===== config.mk =====
export PLATFORM = sky130hd
export DESIGN_NAME = priority_counting_semaphore_top
export DESIGN_NICKNAME = d
export VERILOG_FILES = /design/src/design/pcs_pkg.sv /design/src/design/pcs_waiter_mem.sv /design/src/design/priority_counting_semaphore_top.sv
export SDC_FILE = /design/constraint.sdc
export NUM_CORES = 1
export LEC_CHECK = 0
export BUFFER_PORTS_ARGS = -buffer_cell sky130_fd_sc_hd__buf_2
export CAP_MARGIN = 15
export CORE_ASPECT_RATIO = 0.6
export CORE_MARGIN = 10
export CORE_UTILIZATION = 50
export CTS_CLUSTER_SIZE = 30
export DETAILED_ROUTE_END_ITERATION = 12
export GPL_TIMING_DRIVEN = 0
export PLACE_DENSITY = 0.77
export SLEW_MARGIN = 20
export SYNTH_ARGS = -nofsm -noshare
export SYNTH_HDL_FRONTEND = slang
export SYNTH_SLANG_ARGS = --single-unit

===== constraint.sdc =====
create_clock -name clk -period 7.27 [get_ports clk]
set_clock_uncertainty 0.15 [all_clocks]
set_input_delay 1.454 -clock clk [delete_from_list [all_inputs] [get_ports clk]]
set_output_delay 1.454 -clock clk [all_outputs]
set_load 0.02 [all_outputs]

===== src/design/pcs_pkg.sv =====
// shared widths, command and status codes, and the waiter entry type
package pcs_pkg;

    localparam int WaiterSlotsDefault = 16;

    localparam int CmdW      = 2;
    localparam int IdW       = 8;
    localparam int PrioW     = 8;
    localparam int CountW    = 16;
    localparam int StatusW   = 3;
    localparam int WaitersW  = 5;
    localparam int AddrW     = 3;
    localparam int DataW     = 32;

    localparam logic [CmdW-1:0] CMD_WAIT     = 2'd0;
    localparam logic [CmdW-1:0] CMD_POLL     = 2'd1;
    localparam logic [CmdW-1:0] CMD_POST     = 2'd2;

    localparam logic [StatusW-1:0] STAT_ACQUIRED    = 3'd0;
    localparam logic [StatusW-1:0] STAT_QUEUED      = 3'd1;
    localparam logic [StatusW-1:0] STAT_WOULD_BLOCK = 3'd2;
    localparam logic [StatusW-1:0] STAT_FULL        = 3'd3;
    localparam logic [StatusW-1:0] STAT_COUNTED     = 3'd4;
    localparam logic [StatusW-1:0] STAT_WOKE        = 3'd5;
    localparam logic [StatusW-1:0] STAT_SATURATED   = 3'd6;

    localparam logic REG_INITIAL_COUNT = 1'b0;
    localparam logic REG_MAX_COUNT     = 1'b1;

    typedef struct packed {
        logic [IdW-1:0]   id;
        logic [PrioW-1:0] prio;
    } pcs_entry_t;

endpackage


===== src/design/pcs_waiter_mem.sv =====
// waiter table storage: one write port, one registered read port
module pcs_waiter_mem
    import pcs_pkg::*;
#(
    parameter int WAITER_SLOTS = WaiterSlotsDefault,
    localparam int IdxW = (WAITER_SLOTS > 1) ? $clog2(WAITER_SLOTS) : 1
)
(
    input  logic            clk,
    input  logic            wr_en,
    input  logic [IdxW-1:0] wr_addr,
    input  pcs_entry_t      wr_data,
    input  logic [IdxW-1:0] rd_addr,
    output pcs_entry_t      rd_data
);

    pcs_entry_t mem [WAITER_SLOTS];

    always_ff @(posedge clk)
    begin
        if (wr_en)
        begin
            mem[wr_addr] <= wr_data;
        end
    end

    always_ff @(posedge clk)
    begin
        rd_data <= mem[rd_addr];
    end

endmodule


===== src/design/priority_counting_semaphore_top.sv =====
// counting semaphore with a priority waiter table, apb registers and command port
//
//   channel   handshake               payload
//   apb       psel/penable/pwrite     paddr, pwdata -> prdata (pready tied high)
//   command   start & !busy           cmd, task_id, task_priority
//   result    done (one cycle)        status, woken_valid, woken_task, count_now,
//                                     waiters_now
//
// wait, poll, unused codes and a post with no waiters: result in the cycle after the
// transfer, busy stays low so the next command can be taken in that cycle
// post with waiters: busy through the scan and drain states, result registered from drain;
// the single table read port scans one entry a cycle; drain then moves the last entry
// reset clears count, waiter total and sequencer; the table itself holds no reset
// results cannot be stalled: done is high for exactly one cycle per command
module priority_counting_semaphore_top
    import pcs_pkg::*;
#(
    parameter int WAITER_SLOTS = WaiterSlotsDefault
)
(
    input  logic                clk,
    input  logic                rst_n,

    input  logic                psel,
    input  logic                penable,
    input  logic                pwrite,
    input  logic [AddrW-1:0]    paddr,
    input  logic [DataW-1:0]    pwdata,
    output logic [DataW-1:0]    prdata,
    output logic                pready,

    input  logic                start,
    output logic                busy,
    input  logic [CmdW-1:0]     cmd,
    input  logic [IdW-1:0]      task_id,
    input  logic [PrioW-1:0]    task_priority,

    output logic                done,
    output logic [StatusW-1:0]  status,
    output logic                woken_valid,
    output logic [IdW-1:0]      woken_task,
    output logic [CountW-1:0]   count_now,
    output logic [WaitersW-1:0] waiters_now
);

    localparam int IdxW = (WAITER_SLOTS > 1) ? $clog2(WAITER_SLOTS) : 1;
    localparam int TotW = $clog2(WAITER_SLOTS + 1);
    localparam logic [TotW-1:0] SlotsTot = TotW'(WAITER_SLOTS);

    localparam logic [1:0] ST_IDLE  = 2'd0;
    localparam logic [1:0] ST_SCAN  = 2'd1;
    localparam logic [1:0] ST_DRAIN = 2'd2;

    logic [1:0]          state_reg, state_next;
    logic [CountW-1:0]   init_reg;
    logic [CountW-1:0]   max_reg;
    logic [CountW-1:0]   count_reg, count_next;
    logic [TotW-1:0]     total_reg, total_next;
    logic [IdxW-1:0]     scan_reg, scan_next;
    logic                rd_vld_reg;
    logic [IdxW-1:0]     rd_idx_reg;
    logic [IdxW-1:0]     best_idx_reg;
    logic [IdW-1:0]      best_id_reg;
    logic [PrioW-1:0]    best_prio_reg;

    logic                done_reg;
    logic [StatusW-1:0]  status_reg;
    logic                woken_valid_reg;
    logic [IdW-1:0]      woken_task_reg;
    logic [CountW-1:0]   count_out_reg;
    logic [WaitersW-1:0] waiters_out_reg;

    logic                accept;
    logic                cfg_wr;
    logic [TotW-1:0]     total_dec;
    logic [IdxW-1:0]     last_idx;
    logic                rd_better;
    logic [IdxW-1:0]     cand_idx;
    logic [IdW-1:0]      cand_id;
    logic [PrioW-1:0]    cand_prio;
    logic                emit;
    logic [StatusW-1:0]  res_status;
    logic                res_woke;
    logic [IdW-1:0]      res_task;
    logic                wr_en;
    logic [IdxW-1:0]     wr_addr;
    pcs_entry_t          wr_data;
    pcs_entry_t          rd_data;

    pcs_waiter_mem #(
        .WAITER_SLOTS (WAITER_SLOTS)
    ) u_mem (
        .clk     (clk),
        .wr_en   (wr_en),
        .wr_addr (wr_addr),
        .wr_data (wr_data),
        .rd_addr (scan_reg),
        .rd_data (rd_data)
    );

    assign busy   = (state_reg != ST_IDLE);
    assign accept = start & ~busy;
    assign pready = 1'b1;
    assign cfg_wr = psel & penable & pwrite & pready;

    assign prdata = (paddr[2] == REG_MAX_COUNT) ? {{(DataW-CountW){1'b0}}, max_reg}
                                                : {{(DataW-CountW){1'b0}}, init_reg};

    assign total_dec = total_reg - TotW'(1);
    assign last_idx  = total_dec[IdxW-1:0];

    // entry 0 seeds the running best; later entries win only on strictly higher priority
    assign rd_better = (rd_idx_reg == '0) || (rd_data.prio > best_prio_reg);
    assign cand_idx  = rd_better ? rd_idx_reg   : best_idx_reg;
    assign cand_id   = rd_better ? rd_data.id   : best_id_reg;
    assign cand_prio = rd_better ? rd_data.prio : best_prio_reg;

    always_comb
    begin
        state_next = state_reg;
        count_next = count_reg;
        total_next = total_reg;
        scan_next  = scan_reg;
        emit       = 1'b0;
        res_status = STAT_WOULD_BLOCK;
        res_woke   = 1'b0;
        res_task   = '0;
        wr_en      = 1'b0;
        wr_addr    = total_reg[IdxW-1:0];
        wr_data    = '{id: task_id, prio: task_priority};

        case (state_reg)
            ST_IDLE:
            begin
                if (accept)
                begin
                    case (cmd)
                        CMD_WAIT:
                        begin
                            emit = 1'b1;
                            if (count_reg != '0)
                            begin
                                count_next = count_reg - CountW'(1);
                                res_status = STAT_ACQUIRED;
                            end
                            else if (total_reg >= SlotsTot)
                            begin
                                res_status = STAT_FULL;
                            end
                            else
                            begin
                                wr_en      = 1'b1;
                                total_next = total_reg + TotW'(1);
                                res_status = STAT_QUEUED;
                            end
                        end
                        CMD_POLL:
                        begin
                            emit = 1'b1;
                            if (count_reg != '0)
                            begin
                                count_next = count_reg - CountW'(1);
                                res_status = STAT_ACQUIRED;
                            end
                        end
                        CMD_POST:
                        begin
                            if (total_reg != '0)
                            begin
                                state_next = ST_SCAN;
                                scan_next  = '0;
                            end
                            else if (count_reg < max_reg)
                            begin
                                emit       = 1'b1;
                                count_next = count_reg + CountW'(1);
                                res_status = STAT_COUNTED;
                            end
                            else
                            begin
                                emit       = 1'b1;
                                res_status = STAT_SATURATED;
                            end
                        end
                        default:
                        begin
                            emit = 1'b1;
                        end
                    endcase
                end
            end
            ST_SCAN:
            begin
                scan_next = scan_reg + IdxW'(1);
                if (scan_reg == last_idx)
                begin
                    state_next = ST_DRAIN;
                end
            end
            ST_DRAIN:
            begin
                // read data now holds the last entry: move it into the winner's slot
                wr_en      = 1'b1;
                wr_addr    = cand_idx;
                wr_data    = rd_data;
                total_next = total_dec;
                emit       = 1'b1;
                res_status = STAT_WOKE;
                res_woke   = 1'b1;
                res_task   = cand_id;
                state_next = ST_IDLE;
            end
            default:
            begin
                state_next = ST_IDLE;
            end
        endcase

        if (cfg_wr && (paddr[2] == REG_INITIAL_COUNT))
        begin
            count_next = pwdata[CountW-1:0];
            total_next = '0;
        end
    end

    always_ff @(posedge clk or negedge rst_n)
    begin
        if (!rst_n)
        begin
            state_reg  <= ST_IDLE;
            init_reg   <= '0;
            max_reg    <= '1;
            count_reg  <= '0;
            total_reg  <= '0;
            scan_reg   <= '0;
            rd_vld_reg <= 1'b0;
            done_reg   <= 1'b0;
        end
        else
        begin
            state_reg  <= state_next;
            count_reg  <= count_next;
            total_reg  <= total_next;
            scan_reg   <= scan_next;
            rd_vld_reg <= (state_reg == ST_SCAN);
            done_reg   <= emit;
            if (cfg_wr && (paddr[2] == REG_INITIAL_COUNT))
            begin
                init_reg <= pwdata[CountW-1:0];
            end
            if (cfg_wr && (paddr[2] == REG_MAX_COUNT))
            begin
                max_reg <= pwdata[CountW-1:0];
            end
        end
    end

    always_ff @(posedge clk)
    begin
        rd_idx_reg <= scan_reg;
        if (rd_vld_reg)
        begin
            best_idx_reg  <= cand_idx;
            best_id_reg   <= cand_id;
            best_prio_reg <= cand_prio;
        end
        if (emit)
        begin
            status_reg      <= res_status;
            woken_valid_reg <= res_woke;
            woken_task_reg  <= res_task;
            count_out_reg   <= count_next;
            waiters_out_reg <= WaitersW'(total_next);
        end
    end

    assign done        = done_reg;
    assign status      = status_reg;
    assign woken_valid = woken_valid_reg;
    assign woken_task  = woken_task_reg;
    assign count_now   = count_out_reg;
    assign waiters_now = waiters_out_reg;

`ifndef SYNTHESIS
    a_scan_no_result: assert property (@(posedge clk) disable iff (!rst_n)
        (state_reg == ST_SCAN) |-> !done_reg)
        else $error("result strobe during table scan");

    a_woken_status: assert property (@(posedge clk) disable iff (!rst_n)
        (done_reg && woken_valid_reg) |-> (status_reg == STAT_WOKE))
        else $error("woken task reported without woke status");

    a_total_bound: assert property (@(posedge clk) disable iff (!rst_n)
        total_reg <= SlotsTot)
        else $error("waiter total beyond table depth");

    a_scan_in_range: assert property (@(posedge clk) disable iff (!rst_n)
        (state_reg == ST_SCAN) |-> (TotW'(scan_reg) < total_reg))
        else $error("scan index beyond stored waiters");

    a_drain_pops: assert property (@(posedge clk) disable iff (!rst_n)
        (state_reg == ST_DRAIN) |=> (total_reg == TotW'($past(total_reg) - TotW'(1))))
        else $error("wake did not remove exactly one waiter");
`endif

endmodule

==> results.sh <==
export IMPL_run_status="finished clean"
export IMPL_setup_violations_final=0
export IMPL_layout_common_cells="309 x edfxtp_1, 145 x buf_2, 138 x nand2_1"
export IMPL_cp_endpoint="prdata[11]"
export IMPL_crit_type="in2out"
export IMPL_post_cts_setup_buffer_count=0
export IMPL_tightest_slew_ns=1.139
export IMPL_wl_per_cell_um=25.58
export IMPL_grtUsageTotal_pct=21.84
export IMPL_netlist_area_leader_share_pct=54.63
export IMPL_final_cells=1801
export IMPL_layout_commonest_cell="edfxtp_1"
export IMPL_clock_fmax_mhz=211.9
export IMPL_startpoint_type="primary input"
export IMPL_end_kind="output port"
export IMPL_die_y_um=162.8
export IMPL_postCtsResizedCells=0
export IMPL_layout_nets=1399
export IMPL_fp_dieW_um=257.9
export IMPL_synth_edf_count=309
export IMPL_wirelength_mm=46.07
export IMPL_reg2regPathDepth=11
export IMPL_drv_cap=0
export IMPL_crit_required_ns=5.67
export IMPL_drt_antenna_violating_nets=0
export IMPL_drt_iter0_markers=1664
export IMPL_r2r_start="count_reg[1]"
export IMPL_path_max_fanout=10
export IMPL_rsz0062_at_grt="no"
export IMPL_async_flop_share_pct=15.64
export IMPL_final_hold_viol_count=0
export IMPL_dpl_cell_area_um2=18580
export IMPL_avgSynthCellArea_um2=15.33
export IMPL_yosysWarnings=0
export IMPL_critical_path_startpoint="paddr[2]"
export IMPL_port_buffers=90
export IMPL_clock_root_buffer="clkbuf_16"
export IMPL_area_growth_pct=16.20
export IMPL_peakVddDrop_uv=245.5
export IMPL_clock_sinks=390
export IMPL_fp_coreArea_um2=33640
export IMPL_final_fill_count=2531
export IMPL_ctsLongestPathBuffers=3
export IMPL_synth_flop_cell="edfxtp_1"
export IMPL_largest_reg_flops=256
export IMPL_relSlewSlack_pct=23.93
export IMPL_yosysUniqueCellTypes=75
export IMPL_drc=0
export IMPL_grt_pass1_vias=10840
export IMPL_drive_above_1_share_pct=30.57
export IMPL_synth_cells=1108
export IMPL_ys_seq_elements=390
export IMPL_synth_area_leader_cell="edfxtp_1"
export IMPL_dieArea_um2=41980
export IMPL_overflow=0
export IMPL_period_share_pct=64.90
export IMPL_cts_tree="done"
export IMPL_place_inst=1732
export IMPL_gp_congestion=0.9861
export IMPL_critPathSlowestCell="buf_1"
export IMPL_cts_buffers=37
export IMPL_clk_latency_ns=0.55
export IMPL_netlist_area_um2=16990
export IMPL_via_count=10920
export IMPL_drv_slew=0
export IMPL_path_cells="clkbuf_1 -> buf_1 -> mux2_2 -> buf_2"
export IMPL_finalInstanceArea_um2=19740
export IMPL_io_pins=127
export IMPL_crit_path_max_incr_delay_ns=0.61
export IMPL_rr_endpoint="u_mem.mem[5][11]"
export IMPL_path_clk_slew_ns=0.07
export IMPL_viasPerCell=6.064
export IMPL_fin_crit_ns=4.718
export IMPL_htree_levels=2
export IMPL_ys_seq_area_share_pct=66.09
export IMPL_row_count=52
export IMPL_dr_pass1_iters=5
export IMPL_power_density_nw_per_um2=365.0
export IMPL_synth_area_leaders="edfxtp_1 55%, mux4_2 11%, dfrtp_1 6.6%, nand2_1 3.0%, mux2_2 2.7%"
export IMPL_regMostFlops="u_mem.mem"
export IMPL_hp_class="reg2reg"
export IMPL_grt_max_degree=43
export IMPL_critical_path_arrival_ns=3.11
export IMPL_reg2reg_slack_ns=3.01
export IMPL_holdBufCountCts=0
export IMPL_grt_antenna_before_repair=3
export IMPL_p_leak_uw=0.007255
export IMPL_initial_core_util_pct=50.49
export IMPL_fin_hold_ws_ns=0.2493
export IMPL_grt_pass1_wl_mm=68.79
export IMPL_dp_hpwl_mm=33.53
[routing by layer]
| layer | global-route usage [%] | wire (um) | vias up |
|---|---|---|---|
| li1 | - | - | 4687 |
| met1 | 32.32 | 19550 | 5481 |
| met2 | 30.69 | 19640 | 687 |
| met3 | 6.871 | 6030 | 66 |
| met4 | 5.513 | 857 | 0 |
| met5 | 0 | 0 | - |
[logic make-up after synthesis]
logic type	count (synthesis)	synth area share [%]
flip-flops	390	66.09
multiplexers	131	13.92
AO/OA/AOI/OAI	127	5.098
buffers and inverters	109	2.998
other	2	0.04422
adder cells (fa/ha/maj)	28	2.063
XOR/XNOR	14	0.7219
AND/OR/NAND/NOR	307	9.061
[cell usage after synthesis (10+ instances only)]
cell type,count
a21oi_1,18
and2_1,10
and3_1,10
buf_2,14
buf_4,18
clkbuf_1,36
dfrtp_1,45
dfstp_2,16
dfxtp_1,20
edfxtp_1,309
ha_1,28
inv_1,32
mux2_2,40
mux4_2,80
nand2_1,138
nand3_1,15
nand4_1,20
nor2_1,38
nor3_1,10
nor4_1,23
o211ai_1,10
o21ai_0,39
[cell type report]
class	count	area [um2]	share of cell area [%]
Tap cell	459	574.3	2.910
Timing Repair Buffer	150	854.6	4.330
Clock inverter	16	112.6	0.5706
Buffer	77	392.9	1.991
Antenna cell	1	2.502	0.01268
Inverter	32	120.1	0.6086
Multi-Input combinational cell	624	5430	27.51
Sequential cell	390	11230	56.88
Clock buffer	52	1023	5.186
[worst min-delay path by stage]
stage	start	endpoint	slack, ns	depth (start not counted)
5_1_grt	scan_reg[3]	rd_idx_reg[3]	0.25	0
4_1_cts	scan_reg[3]	rd_idx_reg[3]	0.25	0
3_5_place_dp	scan_reg[3]	rd_idx_reg[3]	0.23	0
6_report	scan_reg[3]	rd_idx_reg[3]	0.25	0
3_3_place_gp	scan_reg[3]	rd_idx_reg[3]	0.22	0
2_1_floorplan	scan_reg[3]	rd_idx_reg[3]	0.21	0
[critical path: cells and delay by family]
family,cells,cell delay [ns]
buffers and inverters,3,1.24
muxes,1,0.41
[metrics by stage]
| step | setup WS, ns | utilization [%] | total power [uW] | TNS, ns |
|---|---|---|---|---|
| 6_report | 2.552 | 58.67 | 7205 | 0 |
| 5_1_grt | 2.459 | 58.67 | 7545 | 0 |
| 4_1_cts | 2.541 | 58.62 | 7200 | 0 |
| 3_5_place_dp | 2.445 | 55.24 | 5367 | 0 |
| 3_3_place_gp | -0.2037 | 53.71 | 5249 | -19.57 |
| 2_1_floorplan | 2.253 | - | 4577 | 0 |
[power breakdown]
part           internal [uW]  switching [uW]  total (uW)
combinational            922            1380        2300
sequential              2840             228        3070
clock                    997             839        1840
Note: power is estimated with default switching activity, not from simulation.
